$ cat src/sv/hkm_pkg.sv
`timescale 1ns / 1ps

package hkm_pkg;

  // Slot table depth (1 to 32)
  localparam int Slots    = 6;
  localparam int SlotIdxW = (Slots > 1) ? $clog2(Slots) : 1;

  localparam int          ModBits      = 8;
  localparam int          ModIdxW      = $clog2(ModBits);
  localparam logic [7:0]  LibModBase   = 8'h80;
  localparam logic [7:0]  UsageModBase = 8'hE0;
  localparam logic [7:0]  UsageModTop  = 8'hE7;
  localparam logic [7:0]  KeyLow       = 8'h01;
  localparam logic [7:0]  KeyHigh      = 8'h77;
  localparam logic [7:0]  KeyOffset    = 8'd136;
  localparam logic [7:0]  CountMax     = 8'd255;

  typedef enum logic [1:0] {
    OP_PRESS       = 2'd0,
    OP_RELEASE     = 2'd1,
    OP_RELEASE_ALL = 2'd2
  } op_e;

  typedef enum logic [1:0] {
    ACT_PRESS       = 2'd0,
    ACT_RELEASE     = 2'd1,
    ACT_RELEASE_ALL = 2'd2
  } action_e;

  typedef enum logic [1:0] {
    ST_IDLE,
    ST_EVAL,
    ST_EMIT
  } state_e;

  typedef struct packed {
    logic capture;
    logic eval;
    logic emit;
  } hkm_cmd_t;

  typedef struct packed {
    logic pending;
    logic out_free;
  } hkm_sts_t;

  typedef struct packed {
    logic       valid;
    logic [7:0] code;
  } key_map_t;

  // Map a HID usage to its link-side code
  function automatic key_map_t hkm_map_usage(input logic [7:0] usage);
    key_map_t r;
    r.valid = 1'b0;
    r.code  = 8'd0;
    if (usage >= UsageModBase && usage <= UsageModTop) begin
      r.valid = 1'b1;
      r.code  = LibModBase + {5'd0, usage[2:0]};
    end else if (usage >= KeyLow && usage <= KeyHigh) begin
      r.valid = 1'b1;
      r.code  = usage + KeyOffset;
    end
    return r;
  endfunction

endpackage

$ cat src/sv/hkm_ctrl.sv
`timescale 1ns / 1ps

module hkm_ctrl import hkm_pkg::*; (
  input  logic     clk_i,
  input  logic     rst_ni,
  input  logic     in_valid_i,
  output logic     in_ready_o,
  input  hkm_sts_t sts_i,
  output hkm_cmd_t cmd_o
);

  state_e state_q, state_d;

  always_ff @(posedge clk_i or negedge rst_ni) begin
    if (!rst_ni) begin
      state_q <= ST_IDLE;
    end else begin
      state_q <= state_d;
    end
  end

  always_comb begin
    state_d     = state_q;
    in_ready_o  = 1'b0;
    cmd_o       = '0;
    case (state_q)
      ST_IDLE: begin
        in_ready_o    = 1'b1;
        cmd_o.capture = in_valid_i;
        if (in_valid_i) begin
          state_d = ST_EVAL;
        end
      end
      ST_EVAL: begin
        cmd_o.eval = 1'b1;
        state_d    = ST_EMIT;
      end
      ST_EMIT: begin
        // drop back to idle once nothing is left to send
        if (!sts_i.pending) begin
          state_d = ST_IDLE;
        end else if (sts_i.out_free) begin
          cmd_o.emit = 1'b1;
        end
      end
      default: begin
        state_d = ST_IDLE;
      end
    endcase
  end

endmodule

$ cat src/sv/hkm_dp.sv
`timescale 1ns / 1ps

module hkm_dp import hkm_pkg::*; (
  input  logic       clk_i,
  input  logic       rst_ni,
  input  hkm_cmd_t   cmd_i,
  output hkm_sts_t   sts_o,
  input  logic [1:0] operation_i,
  input  logic [7:0] keycode_i,
  input  logic [7:0] modifier_i,
  input  logic       connected_i,
  input  logic       cfg_valid_i,
  input  logic       cfg_data_i,
  output logic       out_valid_o,
  input  logic       out_ready_i,
  output logic [1:0] action_o,
  output logic [7:0] lib_code_o,
  output logic       last_o
);

  // captured item
  logic [1:0] op_q;
  logic [7:0] key_q;
  logic [7:0] mods_q;
  logic       conn_q;

  logic       link_ready_q, link_ready_d;
  logic [7:0] cnt_q      [ModBits];
  logic [7:0] cnt_d      [ModBits];
  logic [7:0] slot_key_q [Slots];
  logic [7:0] slot_key_d [Slots];
  logic [7:0] slot_mod_q [Slots];
  logic [7:0] slot_mod_d [Slots];

  // words still owed for the current item
  logic [ModBits-1:0] mask_q, mask_d;
  logic               key_pend_q, key_pend_d;
  logic               all_pend_q, all_pend_d;
  logic [1:0]         act_q, act_d;
  logic [7:0]         code_q, code_d;

  logic       out_valid_q, out_valid_d;
  logic [1:0] out_action_q, out_action_d;
  logic [7:0] out_code_q, out_code_d;
  logic       out_last_q, out_last_d;

  logic                free_found, match_found;
  logic [SlotIdxW-1:0] free_idx, match_idx;
  key_map_t            key_map;
  logic [ModIdxW-1:0]  low_idx;
  logic [ModBits-1:0]  mask_rest;
  logic [7:0]          rel_mods;

  always_ff @(posedge clk_i) begin
    if (cmd_i.capture) begin
      op_q   <= operation_i;
      key_q  <= keycode_i;
      mods_q <= modifier_i;
      conn_q <= connected_i;
    end
    act_q        <= act_d;
    code_q       <= code_d;
    out_action_q <= out_action_d;
    out_code_q   <= out_code_d;
    out_last_q   <= out_last_d;
  end

  always_ff @(posedge clk_i or negedge rst_ni) begin
    if (!rst_ni) begin
      link_ready_q <= 1'b0;
      mask_q       <= '0;
      key_pend_q   <= 1'b0;
      all_pend_q   <= 1'b0;
      out_valid_q  <= 1'b0;
      for (int b = 0; b < ModBits; b++) begin
        cnt_q[b] <= '0;
      end
      for (int s = 0; s < Slots; s++) begin
        slot_key_q[s] <= '0;
        slot_mod_q[s] <= '0;
      end
    end else begin
      link_ready_q <= link_ready_d;
      mask_q       <= mask_d;
      key_pend_q   <= key_pend_d;
      all_pend_q   <= all_pend_d;
      out_valid_q  <= out_valid_d;
      cnt_q        <= cnt_d;
      slot_key_q   <= slot_key_d;
      slot_mod_q   <= slot_mod_d;
    end
  end

  // first free slot and first slot holding the key, lowest index wins
  always_comb begin
    free_found  = 1'b0;
    match_found = 1'b0;
    free_idx    = '0;
    match_idx   = '0;
    for (int s = Slots - 1; s >= 0; s--) begin
      if (slot_key_q[s] == 8'd0) begin
        free_found = 1'b1;
        free_idx   = SlotIdxW'(s);
      end
      if (slot_key_q[s] == key_q) begin
        match_found = 1'b1;
        match_idx   = SlotIdxW'(s);
      end
    end
  end

  // lowest pending modifier bit
  always_comb begin
    low_idx = '0;
    for (int b = ModBits - 1; b >= 0; b--) begin
      if (mask_q[b]) begin
        low_idx = ModIdxW'(b);
      end
    end
  end

  assign mask_rest = mask_q & (mask_q - ModBits'(1));
  assign key_map   = hkm_map_usage(key_q);
  assign rel_mods  = slot_mod_q[match_idx];

  always_comb begin
    link_ready_d = cfg_valid_i ? cfg_data_i : link_ready_q;
    mask_d       = mask_q;
    key_pend_d   = key_pend_q;
    all_pend_d   = all_pend_q;
    act_d        = act_q;
    code_d       = code_q;
    cnt_d        = cnt_q;
    slot_key_d   = slot_key_q;
    slot_mod_d   = slot_mod_q;
    out_action_d = out_action_q;
    out_code_d   = out_code_q;
    out_last_d   = out_last_q;
    out_valid_d  = out_ready_i ? 1'b0 : out_valid_q;

    if (cmd_i.eval) begin
      mask_d     = '0;
      key_pend_d = 1'b0;
      all_pend_d = 1'b0;
      code_d     = key_map.code;
      case (op_q)
        OP_PRESS: begin
          act_d = ACT_PRESS;
          if (link_ready_q && conn_q) begin
            mask_d     = mods_q;
            key_pend_d = key_map.valid;
            for (int b = 0; b < ModBits; b++) begin
              if (mods_q[b] && cnt_q[b] != CountMax) begin
                cnt_d[b] = cnt_q[b] + 8'd1;
              end
            end
            if (mods_q != 8'd0 && key_q != 8'd0 && free_found) begin
              slot_key_d[free_idx] = key_q;
              slot_mod_d[free_idx] = mods_q;
            end
          end
        end
        OP_RELEASE: begin
          act_d = ACT_RELEASE;
          if (link_ready_q) begin
            key_pend_d = key_map.valid;
            if (key_q != 8'd0 && match_found) begin
              // a modifier goes up when its count ends at zero
              for (int b = 0; b < ModBits; b++) begin
                if (rel_mods[b]) begin
                  mask_d[b] = (cnt_q[b] <= 8'd1);
                  if (cnt_q[b] != 8'd0) begin
                    cnt_d[b] = cnt_q[b] - 8'd1;
                  end
                end
              end
              slot_key_d[match_idx] = '0;
              slot_mod_d[match_idx] = '0;
            end
          end
        end
        OP_RELEASE_ALL: begin
          act_d = ACT_RELEASE_ALL;
          if (link_ready_q) begin
            all_pend_d = 1'b1;
            for (int b = 0; b < ModBits; b++) begin
              cnt_d[b] = '0;
            end
            for (int s = 0; s < Slots; s++) begin
              slot_key_d[s] = '0;
              slot_mod_d[s] = '0;
            end
          end
        end
        default: begin
          act_d = ACT_PRESS;
        end
      endcase
    end

    if (cmd_i.emit) begin
      out_valid_d = 1'b1;
      if (mask_q != '0) begin
        out_action_d = act_q;
        out_code_d   = LibModBase + 8'(low_idx);
        out_last_d   = (mask_rest == '0) && !key_pend_q;
        mask_d       = mask_rest;
      end else if (key_pend_q) begin
        out_action_d = act_q;
        out_code_d   = code_q;
        out_last_d   = 1'b1;
        key_pend_d   = 1'b0;
      end else begin
        out_action_d = ACT_RELEASE_ALL;
        out_code_d   = 8'd0;
        out_last_d   = 1'b1;
        all_pend_d   = 1'b0;
      end
    end
  end

  assign sts_o.pending  = (mask_q != '0) || key_pend_q || all_pend_q;
  assign sts_o.out_free = !out_valid_q || out_ready_i;

  assign out_valid_o = out_valid_q;
  assign action_o    = out_action_q;
  assign lib_code_o  = out_code_q;
  assign last_o      = out_last_q;

endmodule

$ cat src/sv/hid_key_modifier_refcount_tracker.sv
`timescale 1ns / 1ps

// Channel  Direction  Handshake                  Word
// in       input      in_valid_i / in_ready_o    operation, keycode, modifier, connected
// out      output     out_valid_o / out_ready_i  action, lib_code, last
// cfg      input      cfg_valid_i / cfg_ready_o  cfg_data_i = link_ready
//
// One item at a time: the block takes the word, then updates the
// modifier counts and slot table, then emits each word through the
// single output register, then sees that nothing is left; an item
// emits n = 0..9 words.
// An output stall holds the emit sequencer; a new item is taken while the
// final word of the previous one still waits in the output register.
// Reset clears the counts, the slot table, link_ready and all control state.

module hid_key_modifier_refcount_tracker import hkm_pkg::*; (
  input  logic       clk_i,
  input  logic       rst_ni,
  input  logic       in_valid_i,
  output logic       in_ready_o,
  input  logic [1:0] operation_i,
  input  logic [7:0] keycode_i,
  input  logic [7:0] modifier_i,
  input  logic       connected_i,
  output logic       out_valid_o,
  input  logic       out_ready_i,
  output logic [1:0] action_o,
  output logic [7:0] lib_code_o,
  output logic       last_o,
  input  logic       cfg_valid_i,
  output logic       cfg_ready_o,
  input  logic       cfg_data_i
);

  hkm_cmd_t cmd;
  hkm_sts_t sts;

  // link_ready is a plain register write, always taken
  assign cfg_ready_o = 1'b1;

  // sequencer: take, evaluate, then emit words until none remain
  hkm_ctrl u_ctrl (
    .clk_i      (clk_i),
    .rst_ni     (rst_ni),
    .in_valid_i (in_valid_i),
    .in_ready_o (in_ready_o),
    .sts_i      (sts),
    .cmd_o      (cmd)
  );

  // counts, slot table, pending-word bookkeeping and output register
  hkm_dp u_dp (
    .clk_i       (clk_i),
    .rst_ni      (rst_ni),
    .cmd_i       (cmd),
    .sts_o       (sts),
    .operation_i (operation_i),
    .keycode_i   (keycode_i),
    .modifier_i  (modifier_i),
    .connected_i (connected_i),
    .cfg_valid_i (cfg_valid_i),
    .cfg_data_i  (cfg_data_i),
    .out_valid_o (out_valid_o),
    .out_ready_i (out_ready_i),
    .action_o    (action_o),
    .lib_code_o  (lib_code_o),
    .last_o      (last_o)
  );

endmodule

$ cat config.mk
export PLATFORM = sky130hd
export DESIGN_NAME = hid_key_modifier_refcount_tracker
export DESIGN_NICKNAME = d
export VERILOG_FILES = /design/src/sv/hkm_pkg.sv /design/src/sv/hkm_ctrl.sv /design/src/sv/hkm_dp.sv /design/src/sv/hid_key_modifier_refcount_tracker.sv
export SDC_FILE = /design/constraint.sdc
export NUM_CORES = 1
export LEC_CHECK = 0
export BUFFER_PORTS_ARGS = -buffer_cell sky130_fd_sc_hd__buf_2
export CAP_MARGIN = 40
export CORE_UTILIZATION = 40
export DETAILED_ROUTE_END_ITERATION = 8
export GPL_TIMING_DRIVEN = 0
export PLACE_DENSITY = 0.65
export SLEW_MARGIN = 20
export SYNTH_ARGS = -nofsm -noshare
export SYNTH_HDL_FRONTEND = slang
export SYNTH_SLANG_ARGS = --single-unit
$ cat constraint.sdc
create_clock -name clk_i -period 5.5 [get_ports clk_i]
set_input_delay 0.275 -clock clk_i [delete_from_list [all_inputs] [get_ports clk_i]]
set_output_delay 0.275 -clock clk_i [all_outputs]
set_load 0.03 [all_outputs]
==> implementation parameters, run 1 <==
Parameter                              Value

Clock tree
  Sinks on Clock Net ... 214
  Clock Pin Slew Worst Setup and Hold Paths ... 70 ps
  Buffers inserted by post-CTS timing repair ... 0
  Number of levels the H-tree was split into ... 1
  Number of buffers on the longest clock path ... 3
  Clock insertion delay at the later pin of the skew report ... 560 ps
  CTS buffer count ... 25
  CTS Root Cell ... sky130_fd_sc_hd__clkbuf_16
  TritonCTS clock tree ... built

Placed design
  Post-detail-place hpwl ... 25.8 mm
  Global placement routability congestion ... 0.909
  Placed cells ... 1789
  PortBufs ... 37

Timing
  Sum Neg Setup Slack ... 0 ps
  Final setup vio count ... 0
  Final count of pins violating max slew ... 0
  Final period demand of the worst path ... 3940 ps
  Unrepaired setup endpoints after global routing ... false
  Clock tree skew after final layout ... 20.0 ps
  FMAX ... 254 MHz
  Worst slew margin relative to its limit ... 0.397
  Crit share post-route ... 0.716
  Hold Vio Cnt, Final ... 0
  Worst Tran Pin Value ... 904 ps

Finish
  Most frequent standard cell in the layout excluding fill and tap cells ... sky130_fd_sc_hd__dfrtp_1
  Fillcell total ... 2929
  Share of post-route cells with drive strength above 1 ... 0.0984
  Number of standard cells in the layout, taps in and fillers out ... 1861
  Combined area of the multi-input logic cells ... 6530 um2
  Number of nets in the final layout ... 1508
  Area of all sequential standard cells ... 5560 um2
  Leading cell types in the layout, fill and taps excluded ... sky130_fd_sc_hd__dfrtp_1, sky130_fd_sc_hd__nor2_1, sky130_fd_sc_hd__a22o_1
  Core utilization of the finished layout ... 0.472
  Area grow syn2layout ... 14.7%

Global route
  Wire length of the first global-routing pass ... 59.9 mm
  Number of antenna violations at the first check in global routing ... 1
  Total GRT Usage ... 0.229
  Gr ovfl total ... 0
  Met2 routing resource usage after global routing ... 0.355
  Busiest layer in global routing ... met2
  Vias in the first global route ... 10.6k
  Largest net degree at the start of global routing ... 91
  Met1 Track Usage GR ... 0.330
  GR met3 Demand/Resource ... 0.0394

Setup path
  Nature of the critical path startpoint ... flop
  Critical-path cell list ... buf_4 -> xor2_1 -> nor4_4 -> nand2_2 -> a311o_1 -> buf_6 -> mux2i_1 -> a211oi_1 -> nand3_1 -> o41ai_1 -> a22oi_1 -> o21ai_0
  Critical path class ... reg -> reg
  Maximum fanout count along the critical path ... 10
  Largest stage delay on the critical path ... 680 ps
  Number of buffer and inverter instances along the worst setup path ... 2
  Worst Setup End Kind ... flop
  Arrival time of data at the critical path endpoint ... 4400 ps
  Crit path max-delay family ... compound AO/OA/AOI/OAI gates
  Critical path's slowest cell ... sky130_fd_sc_hd__a211oi_1
  Worst EP required ... 5960 ps

Synthesis
  Synthesized flop and latch total ... 214
  Count of warnings emitted by yosys ... 0
  Cells taking the most area after synthesis ... sky130_fd_sc_hd__dfrtp_1, sky130_fd_sc_hd__edfxtp_1, sky130_fd_sc_hd__a22o_1
  Number of cells produced by synthesis ... 1351
  Avg Inst Size Synth ... 9.41 um2
  Leading register cell type out of synthesis ... sky130_fd_sc_hd__dfrtp_1
  Summed instance area of the synthesized netlist ... 12700 um2
  Number of distinct library cell variants in the gate-level netlist after synthesis ... 92
  Syn nets ... 1414
  Post-synth ARST share ... 0.813
  Share of Yosys cell area claimed by the top area cell type ... 0.342
  Area leader, netlist ... sky130_fd_sc_hd__dfrtp_1
  Portion of the post-synthesis area used by sequential elements ... 0.437
  Number of enable flip-flop cells after synthesis ... 40

Pwr
  Largest voltage drop on the vdd net ... 0.000255 V
  Final Power ... 6.25 mW
  Leakage power summed over all cells ... 6.06 nW
  Power density over the cells ... 429 nW/um2

Job
  Maximum Capacitance Violations ... 0

Floorplan
  Die span in x ... 180 um
  Floorplan die area ... 32500 um2
  Placeable core region ... 30900 um2
  Std-Cell Rows ... 64
  Die outline height ... 180 um
  Ports placed on the boundary ... 39
  Initial core utilization ... 0.411

Drt
  Count of antenna-violating nets left after detailed routing ... 0
  Detailed-route DRC error count ... 0
  Detail-routed via count per cell ... 6.10
  Routed wire length ... 37.1 mm
  Average routed wire per standard cell ... 20.0 um
  Vias after detailed routing ... 11.3k
  First-iteration detailed-routing DRC count ... 1100
  Drt pass-1 iters ... 5

Status
  Status ... finished clean

Hold path
  Type of the most critical hold path ... in -> async
power by group:
group / internal (mW) / total [mW] / switching [mW]
registers: 1.96 / 2.24 / 0.284
logic: 0.796 / 2.24 / 1.44
clock network: 1.07 / 1.77 / 0.703
total: 3.82 / 6.25 / 2.43
what timing repair did:
action | in CTS | in global routing
resized for setup | 0 | 0
hold endpoints to repair | 111 | 0
hold buffers | 24 | 0
area by class of cell:
| type | count | area share |
|---|---|---|
| clock buffers | 27 | 0.0434 |
| well taps | 396 | 0.0340 |
| plain buffers | 104 | 0.0338 |
| clock inverters | 19 | 0.0155 |
| repair buffers | 67 | 0.0347 |
| multi-input cells | 995 | 0.448 |
| diodes | 1 | 0.000172 |
| inverters | 38 | 0.00978 |
| flip-flops and latches | 214 | 0.381 |
cells in the mapped netlist, types with 13 or more instances:
master	number
sky130_fd_sc_hd__dfrtp_1	174
sky130_fd_sc_hd__nor2_1	104
sky130_fd_sc_hd__a22o_1	96
sky130_fd_sc_hd__nand2_1	94
sky130_fd_sc_hd__o21ai_0	83
sky130_fd_sc_hd__a21oi_1	80
sky130_fd_sc_hd__clkbuf_1	72
sky130_fd_sc_hd__nor3_1	52
sky130_fd_sc_hd__edfxtp_1	40
sky130_fd_sc_hd__ha_1	38
sky130_fd_sc_hd__inv_1	37
sky130_fd_sc_hd__nand3_1	37
sky130_fd_sc_hd__nor4_1	35
sky130_fd_sc_hd__xnor2_1	35
sky130_fd_sc_hd__and3_1	26
sky130_fd_sc_hd__nand4_1	19
sky130_fd_sc_hd__xor2_1	18
sky130_fd_sc_hd__nand2b_1	16
sky130_fd_sc_hd__a31oi_1	14
sky130_fd_sc_hd__or3_1	14
sky130_fd_sc_hd__a211oi_1	13
sky130_fd_sc_hd__buf_2	13
sky130_fd_sc_hd__o21ai_1	13
worst paths after layout:
path	start	to	slack, ps	cells past startpoint
setup / recovery	u_dp.key_q[4]	u_dp.cnt_q[22]	1560	12
hold / removal	rst_ni	async pin	330	2
setup reg to reg	u_dp.key_q[4]	u_dp.cnt_q[22]	1560	12
hold reg to reg	flop	flop	500	1
max in group asynchronous	rst_ni	u_dp.cnt_q[52]	4290	3
min in group clk_i	keycode_i[7]	u_dp.key_q[7]	420	2
worst reg2reg max path, delay by kind of cell, from the launching register on:
kind,cells,cell delay [ps]
flops,1,400
mux,1,210
buf+inv,2,380
xor+xnor,1,180
simple gates,3,960
compound gates,5,1710
kinds of logic after synthesis:
logic type / after synthesis / share of synthesized area
AO/OA/AOI/OAI: 425 / 0.237
XOR/XNOR: 53 / 0.0365
adder cells (fa/ha/maj): 40 / 0.0390
buffers and inverters: 142 / 0.0500
flip-flops: 214 / 0.437
multiplexers: 13 / 0.0113
other: 1 / 0.000295
AND/OR/NAND/NOR: 463 / 0.189
stage by stage:
stage               worst slack [ps]  instance area (um2)  hold WS, ps
floorplan                       2350                12700        -20.6
global placement                1220                13400          451
detailed placement              1640                13500          349
CTS                             1630                14600          368
global route                    1250                14600          398
finish                          1560                14600          329
layer usage:
| layer | up-vias | part of all wire |
|---|---|---|
| li1 | 5265 | - |
| met1 | 5543 | 0.46 |
| met2 | 473 | 0.45 |
| met3 | 62 | 0.077 |
| met4 | 0 | 0.020 |
| met5 | - | 0 |
Note: power is estimated with default switching activity, not from simulation.
==> run 2: changes to the inputs <==
--- a/config.mk
+++ b/config.mk
@@ -5,12 +5,13 @@
 export SDC_FILE = /design/constraint.sdc
 export NUM_CORES = 1
 export LEC_CHECK = 0
+export ABC_AREA = 1
 export BUFFER_PORTS_ARGS = -buffer_cell sky130_fd_sc_hd__buf_2
 export CAP_MARGIN = 40
 export CORE_UTILIZATION = 40
 export DETAILED_ROUTE_END_ITERATION = 8
 export GPL_TIMING_DRIVEN = 0
-export PLACE_DENSITY = 0.65
+export PLACE_DENSITY = 0.67
 export SLEW_MARGIN = 20
 export SYNTH_ARGS = -nofsm -noshare
 export SYNTH_HDL_FRONTEND = slang
==> constraint.sdc (replaced) <==
create_clock -name clk_i -period 3.4 [get_ports clk_i]
set_input_delay 0.17 -clock clk_i [delete_from_list [all_inputs] [get_ports clk_i]]
set_output_delay 0.17 -clock clk_i [all_outputs]
set_load 0.03 [all_outputs]
==> run 2 against run 1 <==
Against the previous run: cell count up 42%; critical path depth down 2; power up 130%; worst hold slack worse by 230 ps; first-iteration DRC count up 37%; count of clock-buffer cells in the layout up 4; setup slack worse by 1400 ps; non-clock buffer count down 5; largest cell class unchanged.
==> implementation parameters, run 2 <==
Parameter                              Value

Pwr
  Power share of the combinational group ... 0.492 (was 0.358)
  Leakage power summed over all cells ... 7.77 nW (was 6.06 nW)
  Largest voltage drop on the vdd net ... 0.000498 V (was 0.000255 V)
  Power density over the cells ... 851 nW/um2 (was 429 nW/um2)
  Part of the power in registers ... 0.286 (was 0.359)
  Psw ... 6.81 mW (was 2.43 mW)
  Part of the total power dissipated in the clock network ... 0.222 (was 0.283)
  Switching part of the total ... 0.476 (was 0.388)
  Internal power of the cells ... 7.50 mW (was 3.82 mW)

Placed design
  Post-Place Worst Slack ... 40.2 ps (was 1640 ps)
  Global placement routability congestion ... 0.971 (was 0.909)
  PortBufs ... 37 (unchanged)
  Post-detail-place hpwl ... 33.7 mm (was 25.8 mm)

Setup path
  Maximum fanout count along the critical path ... 10 (unchanged)
  Worst EP required ... 3880 ps (was 5960 ps)
  Nature of the critical path startpoint ... flop (unchanged)
  Critical path class ... reg -> reg (unchanged)
  Worst Setup End Kind ... flop (unchanged)
  Arrival time of data at the critical path endpoint ... 3690 ps (was 4400 ps)
  Reg2reg path depth ... 10 (was 12)

Synthesis
  Synthesized-area fraction occupied by ao, oa, aoi and oai cells ... 0.137 (was 0.237)
  Portion of the post-synthesis area used by sequential elements ... 0.378 (was 0.437)
  Multiplexer share of the synthesized area ... 0 (was 0.0113)
  Summed instance area of the synthesized netlist ... 14700 um2 (was 12700 um2)
  Post-synth ARST share ... 0.813 (unchanged)
  Synthesized flop and latch total ... 214 (unchanged)
  Area leader, netlist ... sky130_fd_sc_hd__dfrtp_1 (unchanged)
  Main combinational cell family by area after synthesis ... simple AND/OR/NAND/NOR gates (was compound AO/OA/AOI/OAI gates)
  Leading register cell type out of synthesis ... sky130_fd_sc_hd__dfrtp_1 (unchanged)
  Avg Inst Size Synth ... 7.13 um2 (was 9.41 um2)
  Xor-xnor portion of the synthesized cell area ... 0.0274 (was 0.0365)
  Number of enable flip-flop cells after synthesis ... 40 (unchanged)
  Number of distinct library cell variants in the gate-level netlist after synthesis ... 51 (was 92)
  Synth cell count leaders ... sky130_fd_sc_hd__nand2_1, sky130_fd_sc_hd__nor2_1, sky130_fd_sc_hd__inv_1, sky130_fd_sc_hd__dfrtp_1, sky130_fd_sc_hd__nand3_1 (was sky130_fd_sc_hd__dfrtp_1, sky130_fd_sc_hd__nor2_1, sky130_fd_sc_hd__a22o_1, sky130_fd_sc_hd__nand2_1, sky130_fd_sc_hd__o21ai_0)
  Simple-gate portion of the synthesized area ... 0.337 (was 0.189)
  Syn nets ... 2122 (was 1414)
  Adder-Cell Fraction of Synth Area ... 0.0324 (was 0.0390)
  Number of cells produced by synthesis ... 2059 (was 1351)
  Cells taking the most area after synthesis ... sky130_fd_sc_hd__dfrtp_1, sky130_fd_sc_hd__nand2_1, sky130_fd_sc_hd__edfxtp_1 (was sky130_fd_sc_hd__dfrtp_1, sky130_fd_sc_hd__edfxtp_1, sky130_fd_sc_hd__a22o_1)
  Share of Yosys cell area claimed by the top area cell type ... 0.297 (was 0.342)
  Top-count cell post-synth ... sky130_fd_sc_hd__nand2_1 (was sky130_fd_sc_hd__dfrtp_1)
  Count of warnings emitted by yosys ... 0 (unchanged)

Drt
  Count of antenna-violating nets left after detailed routing ... 0 (unchanged)
  Average routed wire per standard cell ... 17.9 um (was 20.0 um)
  Detailed-route DRC error count ... 0 (unchanged)
  Drt pass-1 iters ... 6 (was 5)
  Vias after detailed routing ... 14.7k (was 11.3k)
  Detail-routed via count per cell ... 5.57 (was 6.10)
  Routed wire length ... 47.2 mm (was 37.1 mm)
  First-iteration detailed-routing DRC count ... 1510 (was 1100)

Floorplan
  Die span in x ... 194 um (was 180 um)
  Floorplan die area ... 37500 um2 (was 32500 um2)
  Placeable core region ... 35800 um2 (was 30900 um2)
  Initial core utilization ... 0.410 (was 0.411)
  Die outline height ... 194 um (was 180 um)
  Std-Cell Rows ... 69 (was 64)
  Ports placed on the boundary ... 39 (unchanged)

Clock tree
  Buffers inserted by post-CTS timing repair ... 0 (unchanged)
  TritonCTS clock tree ... built (unchanged)
  Number of levels the H-tree was split into ... 1 (unchanged)
  CTS Root Cell ... sky130_fd_sc_hd__clkbuf_16 (unchanged)
  Clock insertion delay at the later pin of the skew report ... 570 ps (was 560 ps)
  Sinks on Clock Net ... 214 (unchanged)
  Number of buffers on the longest clock path ... 3 (unchanged)
  CTS buffer count ... 27 (was 25)
  Clock Pin Slew Worst Setup and Hold Paths ... 60 ps (was 70 ps)

Timing
  Worst slew margin relative to its limit ... 0.411 (was 0.397)
  Worst Tran Pin Value ... 883 ps (was 904 ps)
  Crit share post-route ... 0.943 (was 0.716)
  Final setup vio count ... 0 (unchanged)
  Final period demand of the worst path ... 3210 ps (was 3940 ps)
  Hold Vio Cnt, Final ... 0 (unchanged)
  Worst setup margin ... 193 ps (was 1560 ps)
  Unrepaired setup endpoints after global routing ... false (unchanged)
  Clock tree skew after final layout ... 28.7 ps (was 20.0 ps)
  FMAX ... 312 MHz (was 254 MHz)
  Final count of pins violating max slew ... 0 (unchanged)

Global route
  Vias in the first global route ... 13.7k (was 10.6k)
  Gr ovfl total ... 0 (unchanged)
  Number of antenna violations at the first check in global routing ... 0 (was 1)
  Largest net degree at the start of global routing ... 70 (was 91)
  Wire length of the first global-routing pass ... 75.1 mm (was 59.9 mm)
  Total GRT Usage ... 0.251 (was 0.229)

Finish
  Fillcell total ... 3527 (was 2929)
  Core utilization of the finished layout ... 0.469 (was 0.472)
  Most frequent standard cell in the layout excluding fill and tap cells ... sky130_fd_sc_hd__nand2_1 (was sky130_fd_sc_hd__dfrtp_1)
  Leading cell types in the layout, fill and taps excluded ... sky130_fd_sc_hd__nand2_1, sky130_fd_sc_hd__nor2_1, sky130_fd_sc_hd__inv_1 (was sky130_fd_sc_hd__dfrtp_1, sky130_fd_sc_hd__nor2_1, sky130_fd_sc_hd__a22o_1)
  Number of nets in the final layout ... 2220 (was 1508)
  Diodes inserted ... 0 (was 1)
  Share of post-route cells with drive strength above 1 ... 0.0877 (was 0.0984)
  Area grow syn2layout ... 14.6% (was 14.7%)

Job
  Maximum Capacitance Violations ... 0 (unchanged)

Status
  Status ... finished clean (unchanged)

Hold path
  Type of the most critical hold path ... in -> async (unchanged)
-- run 2: power by group through the flow --
| stage | clock network (mW) | logic, mW | registers (mW) |
|---|---|---|---|
| 3_3_place_gp | 0 | 6.65 | 4.08 |
| 4_1_cts | 3.21 | 6.89 | 4.07 |
| 6_report | 3.18 | 7.05 | 4.09 |
| 2_1_floorplan | 0 | 4.96 | 4.03 |
| 5_1_grt | 3.31 | 7.83 | 4.18 |
| 3_5_place_dp | 0 | 6.82 | 4.10 |
-- run 2: logic make-up (layout without fill, tap and decap cells) --
| logic type | after synthesis | after routing |
|---|---|---|
| AOI/OAI and AO/OA | 336 | 336 |
| xor gates and xnor gates | 46 | 46 |
| buffers and inverters | 310 | 429 |
| adders and majority gates | 38 | 38 |
| DFF | 214 | 214 |
| and+or+nand+nor | 1114 | 1114 |
| other | 1 | 1 |
-- run 2: timing repair --
action,in CTS,in global routing
gates resized for setup,0,5
endpoints found under the hold margin,196,0
hold buffers,24,0
setup endpoints to repair,0,28
-- run 2: worst paths after layout --
path                              startpoint        endpoint  slack, ps
worst max-delay path            u_dp.op_q[1]  u_dp.cnt_q[54]        190
max in group asynchronous             rst_ni  u_dp.cnt_q[25]       2570
worst min-delay path                  rst_ni       async pin        100
worst max register to register  u_dp.op_q[1]  u_dp.cnt_q[54]        190
worst min register to register          flop            flop        480
min in group clk_i              keycode_i[4]   u_dp.key_q[4]        310
-- run 2: layout make-up --
cell class	instances	area, um2	share of cell area
Clock buffer	31	711	0.0423
Timing Repair Buffer	70	562	0.0334
Inverter	213	807	0.0480
Tap cell	461	577	0.0343
Multi-Input combinational cell	1535	7860	0.467
Sequential cell	214	5560	0.330
Clock inverter	19	269	0.0160
Buffer	96	478	0.0284
-- run 2: layer usage --
metal  wire length [um]  track usage  vias to the layer above  part of all wire
li1                   -            -                     7049                 -
met1              20200        0.341                     6891              0.43
met4               1510       0.0939                        0             0.032
met5                  0            0                        -                 0
met2              21400        0.404                      643              0.45
met3               4130       0.0342                      105             0.087
-- run 2: stage by stage --
stage	instance area (um2)	cells	hold slack (ps)	TNS (ps)	total power [mW]
after floorplan	14700	2059	-126	0	8.99
after global placement	15400	2557	347	-169540	10.7
after detailed placement	15600	2563	119	0	10.9
after CTS	16800	2637	117	0	14.2
after global routing	16800	2639	148	0	15.3
final	16800	2639	104	0	14.3
-- run 2: worst max-delay path, stage by stage (launching register included) --
cell and delay (ps):
sky130_fd_sc_hd__edfxtp_1 450, sky130_fd_sc_hd__inv_1 110, sky130_fd_sc_hd__ha_1 170, sky130_fd_sc_hd__clkbuf_1 200, sky130_fd_sc_hd__buf_6 220, sky130_fd_sc_hd__buf_1 600, sky130_fd_sc_hd__buf_1 660, sky130_fd_sc_hd__nand2_2 320
sky130_fd_sc_hd__nand2_2 250, sky130_fd_sc_hd__nand2_1 80, sky130_fd_sc_hd__nand2_1 60
==> run 3: changes to the inputs <==
--- a/config.mk
+++ b/config.mk
@@ -6,7 +6,7 @@
 export NUM_CORES = 1
 export LEC_CHECK = 0
 export ABC_AREA = 1
-export BUFFER_PORTS_ARGS = -buffer_cell sky130_fd_sc_hd__buf_2
+export BUFFER_PORTS_ARGS = -buffer_cell sky130_fd_sc_hd__buf_4
 export CAP_MARGIN = 40
 export CORE_UTILIZATION = 40
 export DETAILED_ROUTE_END_ITERATION = 8
==> run 3 against run 2 <==
Against the previous run: sequential power about the same; critical endpoint is now u_dp.cnt_q[22]; clock power is 5% lower; setup slack lost 24 ps; sequential cell count is the same; largest power group unchanged; maximum frequency shrank 0.73%; utilization hardly changed.
==> implementation parameters, run 3 (synthesis gave the netlist of run 2 again) <==
Parameter                              Value

Placed design
  Post-Place Worst Slack ... 92.1 ps (was 40.2 ps)
  Global placement routability congestion ... 0.960 (was 0.971)
  Post-detail-place hpwl ... 33.9 mm (was 33.7 mm)
  Placement Cell Area ... 15600 um2 (about the same)
  PortBufs ... 37 (unchanged)
  Placed cells ... 2563 (unchanged)

Global route
  Wire length of the first global-routing pass ... 75.6 mm (was 75.1 mm)
  Vias in the first global route ... 13.8k (was 13.7k)
  Number of antenna violations at the first check in global routing ... 0 (unchanged)
  Gr ovfl total ... 0 (unchanged)
  Largest net degree at the start of global routing ... 78 (was 70)
  Total GRT Usage ... 0.252 (was 0.251)

Timing
  Crit share post-route ... 0.950 (was 0.943)
  Final setup vio count ... 0 (unchanged)
  Hold Vio Cnt, Final ... 0 (unchanged)
  Clock tree skew after final layout ... 31.9 ps (was 28.7 ps)
  FMAX ... 310 MHz (was 312 MHz)
  Sum Neg Setup Slack ... 0 ps (unchanged)
  Worst setup margin ... 169 ps (was 193 ps)
  Worst slew margin relative to its limit ... 0.392 (was 0.411)
  Final period demand of the worst path ... 3230 ps (was 3210 ps)
  Final count of pins violating max slew ... 0 (unchanged)
  Worst Tran Pin Value ... 911 ps (was 883 ps)

Setup path
  Arrival time of data at the critical path endpoint ... 3710 ps (was 3690 ps)
  Worst Setup End Kind ... flop (unchanged)
  Launching element of the worst setup path ... u_dp.op_q[1] (unchanged)
  Reg2reg end ... u_dp.cnt_q[22] (was u_dp.cnt_q[54])
  Critical path class ... reg -> reg (unchanged)
  Reg2reg path depth ... 11 (was 10)
  Startpoint of the worst-slack reg-to-reg timing path ... u_dp.op_q[1] (unchanged)
  Nature of the critical path startpoint ... flop (unchanged)
  Maximum fanout count along the critical path ... 10 (unchanged)
  Worst EP required ... 3880 ps (about the same)
  End point of the critical path ... u_dp.cnt_q[22] (was u_dp.cnt_q[54])
  Register-to-Register Setup Slack ... 170 ps (was 190 ps)

Drt
  Routed wire length ... 47.6 mm (was 47.2 mm)
  First-iteration detailed-routing DRC count ... 1507 (was 1510)
  Drt pass-1 iters ... 8 (was 6)
  Average routed wire per standard cell ... 18.1 um (was 17.9 um)
  Count of antenna-violating nets left after detailed routing ... 0 (unchanged)
  Detail-routed via count per cell ... 5.58 (was 5.57)
  Vias after detailed routing ... 14.7k (about the same)
  Detailed-route DRC error count ... 0 (unchanged)

Pwr
  Power share of the combinational group ... 0.498 (was 0.492)
  Part of the power in registers ... 0.289 (was 0.286)
  Power density over the cells ... 842 nW/um2 (was 851 nW/um2)
  Internal power of the cells ... 7.39 mW (was 7.50 mW)
  Largest voltage drop on the vdd net ... 0.000445 V (was 0.000498 V)
  Switching part of the total ... 0.478 (was 0.476)
  Part of the total power dissipated in the clock network ... 0.213 (was 0.222)
  Leakage power summed over all cells ... 7.77 nW (about the same)
  Psw ... 6.78 mW (was 6.81 mW)

Finish
  Fillcell total ... 3569 (was 3527)
  Most frequent standard cell in the layout excluding fill and tap cells ... sky130_fd_sc_hd__nand2_1 (unchanged)
  Number of standard cells in the layout, taps in and fillers out ... 2636 (was 2639)
  Number of nets in the final layout ... 2218 (was 2220)
  Layout Cell Area excl Fill ... 16800 um2 (about the same)
  Area grow syn2layout ... 14.6% (about the same)
  Share of post-route cells with drive strength above 1 ... 0.0883 (was 0.0877)
  Diodes inserted ... 0 (unchanged)
  Core utilization of the finished layout ... 0.470 (was 0.469)
  Leading cell types in the layout, fill and taps excluded ... sky130_fd_sc_hd__nand2_1, sky130_fd_sc_hd__nor2_1, sky130_fd_sc_hd__inv_1 (unchanged)

Clock tree
  Clock insertion delay at the later pin of the skew report ... 570 ps (about the same)
  Clock Pin Slew Worst Setup and Hold Paths ... 60 ps (about the same)
  TritonCTS clock tree ... built (unchanged)
  Sinks on Clock Net ... 214 (unchanged)
  Number of buffers on the longest clock path ... 3 (unchanged)
  CTS buffer count ... 26 (was 27)
  Buffers inserted by post-CTS timing repair ... 0 (unchanged)
  CTS Root Cell ... sky130_fd_sc_hd__clkbuf_16 (unchanged)
  Number of levels the H-tree was split into ... 1 (unchanged)

Floorplan
  Initial core utilization ... 0.410 (unchanged)
  Die span in x ... 194 um (unchanged)
  Std-Cell Rows ... 69 (unchanged)
  Ports placed on the boundary ... 39 (unchanged)
  Placeable core region ... 35800 um2 (unchanged)
  Floorplan die area ... 37500 um2 (unchanged)
  Die outline height ... 194 um (unchanged)

Status
  Status ... finished clean (unchanged)

Job
  Maximum Capacitance Violations ... 0 (unchanged)

Hold path
  Type of the most critical hold path ... in -> async (unchanged)
[run 3: worst max-delay path, cell delays in order, from the launching register on]
cell	delay (ps)
sky130_fd_sc_hd__edfxtp_1	440
sky130_fd_sc_hd__inv_1	110
sky130_fd_sc_hd__ha_1	180
sky130_fd_sc_hd__clkbuf_1	550
sky130_fd_sc_hd__nand2_1	160
sky130_fd_sc_hd__clkbuf_1	430
sky130_fd_sc_hd__inv_1	180
sky130_fd_sc_hd__clkbuf_1	580
sky130_fd_sc_hd__nand2_1	160
sky130_fd_sc_hd__o32ai_1	160
sky130_fd_sc_hd__nand3_1	110
sky130_fd_sc_hd__nand2_1	80
[run 3: worst min-delay path by stage]
stage	from	to	slack, ps	cells after the start
after floorplan	rst_ni	async pin	-130	0
after global placement	keycode_i[0]	u_dp.key_q[0]	350	1
after detailed placement	rst_ni	async pin	80	1
after CTS	rst_ni	async pin	90	2
after global routing	rst_ni	async pin	110	2
final	rst_ni	async pin	80	2
[run 3: layer usage]
metal  part of all wire  vias up  GRT usage
met3              0.088       96     0.0459
met2               0.45      636      0.403
met1               0.43     6917      0.341
met4              0.031        0     0.0907
met5                  0        -          0
li1                   -     7060          -
[run 3: cell type report]
| class | count | area, um2 | area share |
|---|---|---|---|
| plain buffers | 96 | 480 | 0.0286 |
| clock buffers | 31 | 689 | 0.0410 |
| clock inverters | 17 | 228 | 0.0135 |
| inverters | 213 | 807 | 0.0480 |
| multi-input cells | 1535 | 7850 | 0.467 |
| flip-flops and latches | 214 | 5560 | 0.330 |
| well taps | 461 | 577 | 0.0343 |
| repair buffers | 69 | 641 | 0.0381 |
[run 3: power by group through the flow]
stage	combinational [mW]	clock, mW	sequential (mW)
2_1_floorplan	4.96	0	4.03
3_3_place_gp	6.70	0	4.08
4_1_cts	6.94	3.05	4.07
5_1_grt	7.86	3.17	4.19
6_report	7.06	3.02	4.09
3_5_place_dp	6.88	0	4.10
[run 3: stage by stage]
stage | hold WS, ps | total power, mW
after global routing | 112 | 15.2
after detailed placement | 80.6 | 11.0
final | 83.2 | 14.2
after global placement | 349 | 10.8
after CTS | 91.5 | 14.1
after floorplan | -126 | 8.99
[run 3: what timing repair did]
action,CTS,global route
resized for setup,0,9
hold endpoints to repair,196,0
endpoints found under the setup margin,0,50
hold buffers,24,0
